===== src/rtl/mme_pkg.sv =====
// Package: shared types and constants for the matrix multiply engine
`timescale 1ns / 1ps
package mme_pkg;
  localparam int MaxDim    = 16;
  localparam int IdxW      = $clog2(MaxDim);
  localparam int AddrW     = 2 * IdxW;
  localparam int Depth     = MaxDim * MaxDim;
  localparam int SizeW     = 5;
  localparam int ElemW     = 16;
  localparam int AccW      = 40;
  localparam int ProdW     = 2 * ElemW;

  localparam logic [1:0] OP_WRITE_A = 2'd0;
  localparam logic [1:0] OP_WRITE_B = 2'd1;
  localparam logic [1:0] OP_COMPUTE = 2'd2;
  localparam logic [1:0] OP_READ_C  = 2'd3;

  localparam logic [1:0] REG_A_ROWS    = 2'd0;
  localparam logic [1:0] REG_INNER_DIM = 2'd1;
  localparam logic [1:0] REG_B_COLS    = 2'd2;

  // One classified command, passed from the front end to the back end
  typedef struct packed {
    logic [1:0]       op;
    logic             bad;
    logic [IdxW-1:0]  row;
    logic [IdxW-1:0]  col;
    logic [ElemW-1:0] value;
  } cmd_t;

  // Clamp a size register to the store dimension
  function automatic logic [SizeW:0] eff_size(input logic [SizeW-1:0] r);
    logic [SizeW:0] m;
    m = (SizeW+1)'(MaxDim);
    return ({1'b0, r} > m) ? m : {1'b0, r};
  endfunction
endpackage


===== src/rtl/mme_front.sv =====
// Front end: size registers, index check and a two-entry command queue
`timescale 1ns / 1ps
module mme_front (
  input  logic                       clk,
  input  logic                       rst,
  input  logic                       cfg_we,
  input  logic [1:0]                 cfg_index,
  input  logic [mme_pkg::SizeW-1:0]  cfg_data,
  input  logic                       in_valid,
  output logic                       in_stall,
  input  logic [1:0]                 op,
  input  logic [mme_pkg::IdxW-1:0]   row,
  input  logic [mme_pkg::IdxW-1:0]   col,
  input  logic [mme_pkg::ElemW-1:0]  value,
  output logic                       q_valid,
  input  logic                       q_pop,
  output mme_pkg::cmd_t              q_cmd,
  output logic [mme_pkg::SizeW:0]    n_rows,
  output logic [mme_pkg::SizeW:0]    n_inner,
  output logic [mme_pkg::SizeW:0]    n_cols
);
  import mme_pkg::*;

  logic [SizeW-1:0] a_rows, inner_dim, b_cols;
  logic [SizeW:0]   lim_r, lim_c;
  cmd_t             fifo [2];
  logic             wptr, rptr;
  logic [1:0]       cnt;
  logic             push;
  cmd_t             cmd_in;

  assign n_rows  = eff_size(a_rows);
  assign n_inner = eff_size(inner_dim);
  assign n_cols  = eff_size(b_cols);

  // Size registers
  always_ff @(posedge clk) begin
    if (rst) begin
      a_rows    <= SizeW'(16);
      inner_dim <= SizeW'(16);
      b_cols    <= SizeW'(16);
    end else if (cfg_we) begin
      case (cfg_index)
        REG_A_ROWS:    a_rows    <= cfg_data;
        REG_INNER_DIM: inner_dim <= cfg_data;
        REG_B_COLS:    b_cols    <= cfg_data;
        default: ;
      endcase
    end
  end

  // Classify: bounds per op
  always_comb begin
    case (op)
      OP_WRITE_A: begin lim_r = n_rows;  lim_c = n_inner; end
      OP_WRITE_B: begin lim_r = n_inner; lim_c = n_cols;  end
      default:    begin lim_r = n_rows;  lim_c = n_cols;  end
    endcase
    cmd_in.op    = op;
    cmd_in.bad   = (op != OP_COMPUTE) &&
                   (({2'b0, row} >= lim_r) || ({2'b0, col} >= lim_c));
    cmd_in.row   = row;
    cmd_in.col   = col;
    cmd_in.value = value;
  end

  assign in_stall = (cnt == 2'd2);
  assign push     = in_valid && !in_stall;
  assign q_valid  = (cnt != 2'd0);
  assign q_cmd    = fifo[rptr];

  // Command queue
  always_ff @(posedge clk) begin
    if (rst) begin
      wptr <= 1'b0;
      rptr <= 1'b0;
      cnt  <= 2'd0;
    end else begin
      if (push) wptr <= ~wptr;
      if (q_pop) rptr <= ~rptr;
      cnt <= cnt + {1'b0, push} - {1'b0, q_pop};
    end
  end

  always_ff @(posedge clk) begin
    if (push) fifo[wptr] <= cmd_in;
  end
endmodule


===== config.mk =====
export PLATFORM = sky130hd
export DESIGN_NAME = mme_front
export DESIGN_NICKNAME = d
export VERILOG_FILES = /design/src/rtl/mme_pkg.sv /design/src/rtl/mme_front.sv
export SDC_FILE = /design/constraint.sdc
export NUM_CORES = 1
export LEC_CHECK = 0
export BUFFER_PORTS_ARGS = -buffer_cell sky130_fd_sc_hd__buf_2
export CAP_MARGIN = 20
export CELL_PAD_IN_SITES_DETAIL_PLACEMENT = 0
export CELL_PAD_IN_SITES_GLOBAL_PLACEMENT = 1
export CORE_MARGIN = 5
export CORE_UTILIZATION = 42
export CTS_CLUSTER_DIAMETER = 100
export DETAILED_ROUTE_END_ITERATION = 7
export GPL_TIMING_DRIVEN = 0
export HOLD_SLACK_MARGIN = 0.05
export PLACE_DENSITY_LB_ADDON = 0.1
export SYNTH_ARGS = -nofsm -noshare
export SYNTH_HDL_FRONTEND = slang
export SYNTH_SLANG_ARGS = --single-unit

===== constraint.sdc =====
create_clock -name clk -period 2.6 [get_ports clk]
set_clock_uncertainty 0.05 [all_clocks]
set_input_delay 0.52 -clock clk [delete_from_list [all_inputs] [get_ports clk]]
set_output_delay 0.52 -clock clk [all_outputs]
set_load 0.01 [all_outputs]

==> results.md <==
- Initial core utilization: 0.432
- DPL Wire Length: 4410 um
- Area Overhead vs Synth: 23.5%
- Reg2reg end: fifo[0][24]
- Max Cap Viol: 0
- Clock sink count: 74
- Critical path required time: approximately 2.6 ns
- Clk_lat worst skew: 0.33 ns
- Boundary pin count: 85
- Sequential element share of the synthesized area: 0.645
- Top Usage Layer GRT: met2
- Cell area after synthesis: between 3000 and 4000 um2
- CP endpoint kind: flop
- Post-CTS setup buffer count: 0
- Die area: between 9000 and 10000 um2
- Root buffer cell: clkbuf_8
- Die width: 96.4 um
- All-Layer GR Usage: 0.137
- Placed insts: about 400
- GP Congestion: around 0.74
- TritonCTS buffer count: 9
- First-pass GRT wire length: 9400 um
- Period minus WS final: ~2.3 ns
- CTS tree: built
- Grt ovf: 0
- Leakage power: 1.61 nW
- Run status: completed
- Setup TNS: 0 ns
- Fin Hold WS: around 0.32 ns
- Async set or reset register ratio after synthesis: 0
- Number of flops mapped to enable cells by yosys: 54
- Final Util: 0.534
- Unrepaired setup endpoints after global routing: no
- Cells on worst reg2reg path: 6
- Startpoint types: input pin
- Final hold violation count: 0
- Rows: 31
- Final worst path period share: 0.885
- Layout cell share with drive strength beyond 1: 0.424
- Layout Nets: around 360
- Crit-path max FO: 7
- CTS H-tree depth: 3
- Die Ht: roughly 96 um
- DRT iter0 DRCs: 55
- Top FF cell, synth: edfxtp_1
- IR drop worst, VDD: 0.259 mV
- Initial antenna violation count: 0
- Power density cells: 663 nW/um2
- Design Area, Final: about 3900 um2
- Crit path DAT: 2.33 ns
- GR Util met1: 0.162
- Via count: 1923
- Hold-critical path depth: 1
- Final setup viols: 0
- Antenna cells: 0
- Synthesis Warnings: 0
- Post-CTS sizing: 0
- #FFs+latches synth: 74
- Final slew viol count: 0
- FF-to-FF Start: inner_dim[4]
- Port Buf Inserts: 80
- GR Util met2: 0.226
- Largest net degree at the start of global routing: 28
- Grt met3 use: 0.0449
- Final non-filler cell total: 415
- WS Path Type: input pin to flop
- R2r setup slk: 0.38 ns
- Hold/Removal Path Class: input pin to flop
- Achievable Freq: 0.435 GHz
- Avg WL per Cell: 14.2 um
- Worst Hold Endpoint: fifo[0][11]
- Reg clk slew, reported paths: 0.08 ns
- Area after DPL: 3680 um2
- Vias per cell: 4.63
- Hold Crit Start: value[11]
- Cell count after synthesis: ~220
- Unique masters post-synth: 32
- Vias in the first global route: 1944
- Drt drc: 0
- Hold-fix buffers, CTS: 0
- Detail Route Antenna Nets: 0
- Routed WL: 5880 um
- Synthesized area per cell: 14.5 um2
- Worst-Margin Slew: 0.765 ns
- Core Box Area: a little over 7000 um2
- Slew headroom: 0.490
- First drt pass iteration count: 4
- Clock Tree Buf Depth: 2
-- layer usage --
metal | vias to the layer above | routed length [um]
met3 | 8 | 348
li1 | 969 | -
met1 | 898 | 2540
met4 | 0 | 75
met2 | 48 | 2920
met5 | - | 0
-- worst max-delay path, stage by stage --
cell	delay [ns]
buf_2	0.14
nor2b_1	0.14
buf_4	0.16
mux2_2	0.34
ha_1	0.26
nand2b_1	0.14
a2111oi_0	0.46
o32ai_1	0.17
-- worst max-delay path by stage --
| stage | start | depth (start not counted) | endpoint |
|---|---|---|---|
| 6_report | op[0] | 8 | fifo[0][24] |
| 5_1_grt | op[0] | 8 | fifo[0][24] |
| 2_1_floorplan | op[0] | 7 | fifo[0][24] |
| 3_5_place_dp | op[0] | 8 | fifo[0][24] |
| 3_3_place_gp | op[0] | 8 | fifo[0][24] |
| 4_1_cts | op[0] | 8 | fifo[0][24] |
-- report_power, final --
group / total [W] / leakage (nW) / internal [W] / switching, W
sequential: 0.00141 / 0.668 / 0.00138 / 0.0000287
clock: 0.000740 / 0.0831 / 0.000344 / 0.000397
combinational: 0.000414 / 0.861 / 0.000199 / 0.000215
-- kinds of logic after synthesis --
kind of cell | count (synthesis) | share of synthesized area
XOR/XNOR | 3 | 0.00838
buffers and inverters | 20 | 0.0299
AND/OR/NAND/NOR | 49 | 0.0854
adder cells (fa/ha/maj) | 10 | 0.0399
flip-flops | 74 | 0.645
AO/OA/AOI/OAI | 12 | 0.0283
multiplexers | 47 | 0.162
other | 1 | 0.00120
-- per-stage QoR --
step	total power, W	worst slack, ns
global route	0.00271	0.134
detailed placement	0.00185	-0.0937
global placement	0.00184	-0.0604
CTS	0.00259	0.270
floorplan	0.00168	0.298
finish	0.00256	0.299
-- layout make-up --
cell class / count / area, um2
clock buffer: 11 / 131
clock inverter: 5 / 31.3
fill: 659 / 3380
tap: 99 / 124
sequential: 74 / 2020
multi-input combinational: 124 / 1030
inverter: 8 / 30.0
timing repair buffer: 82 / 443
buffer: 12 / 63.8
-- Yosys cell counts (2+ instances only) --
master	count	area share
mux2_2	29	0.10
nor3_1	2	0.0032
nor2_1	20	0.024
buf_4	4	0.0096
mux2i_1	18	0.057
o21a_1	2	0.0048
a211o_1	3	0.0084
xor2_1	2	0.0056
nand2b_1	2	0.0040
inv_1	8	0.0096
edfxtp_1	54	0.52
nand3b_1	2	0.0048
nor2b_1	16	0.032
ha_1	10	0.040
dfxtp_1	20	0.13
clkbuf_1	5	0.0060
buf_2	3	0.0048
o21ai_0	2	0.0032
-- flip-flops by register name, summed over array words and instances (netlist names), named ones only --
| name | cells |
|---|---|
| a_rows | 5 |
| b_cols | 5 |
| cnt | 2 |
| fifo | 54 |
| inner_dim | 5 |
| rptr | 1 |
| wptr | 1 |
-- cells in the final DEF, fill, tap and decap left out, types with 2 or more instances in the layout --
| cell | n |
|---|---|
| nor2_1 | 20 |
| nor2b_1 | 16 |
| dfxtp_1 | 20 |
| conb_1 | 3 |
| ha_1 | 10 |
| buf_4 | 4 |
| buf_2 | 83 |
| clkinv_2 | 3 |
| mux2_2 | 29 |
| inv_1 | 8 |
| clkbuf_8 | 9 |
| edfxtp_1 | 54 |
| mux2i_1 | 18 |
| nand2b_1 | 2 |
| o21ai_0 | 2 |
| nor3_1 | 2 |
| nand3b_1 | 2 |
| clkbuf_1 | 7 |
| xor2_1 | 2 |
| a211o_1 | 3 |
| o21a_1 | 2 |
Note: power is estimated with default switching activity, not from simulation.
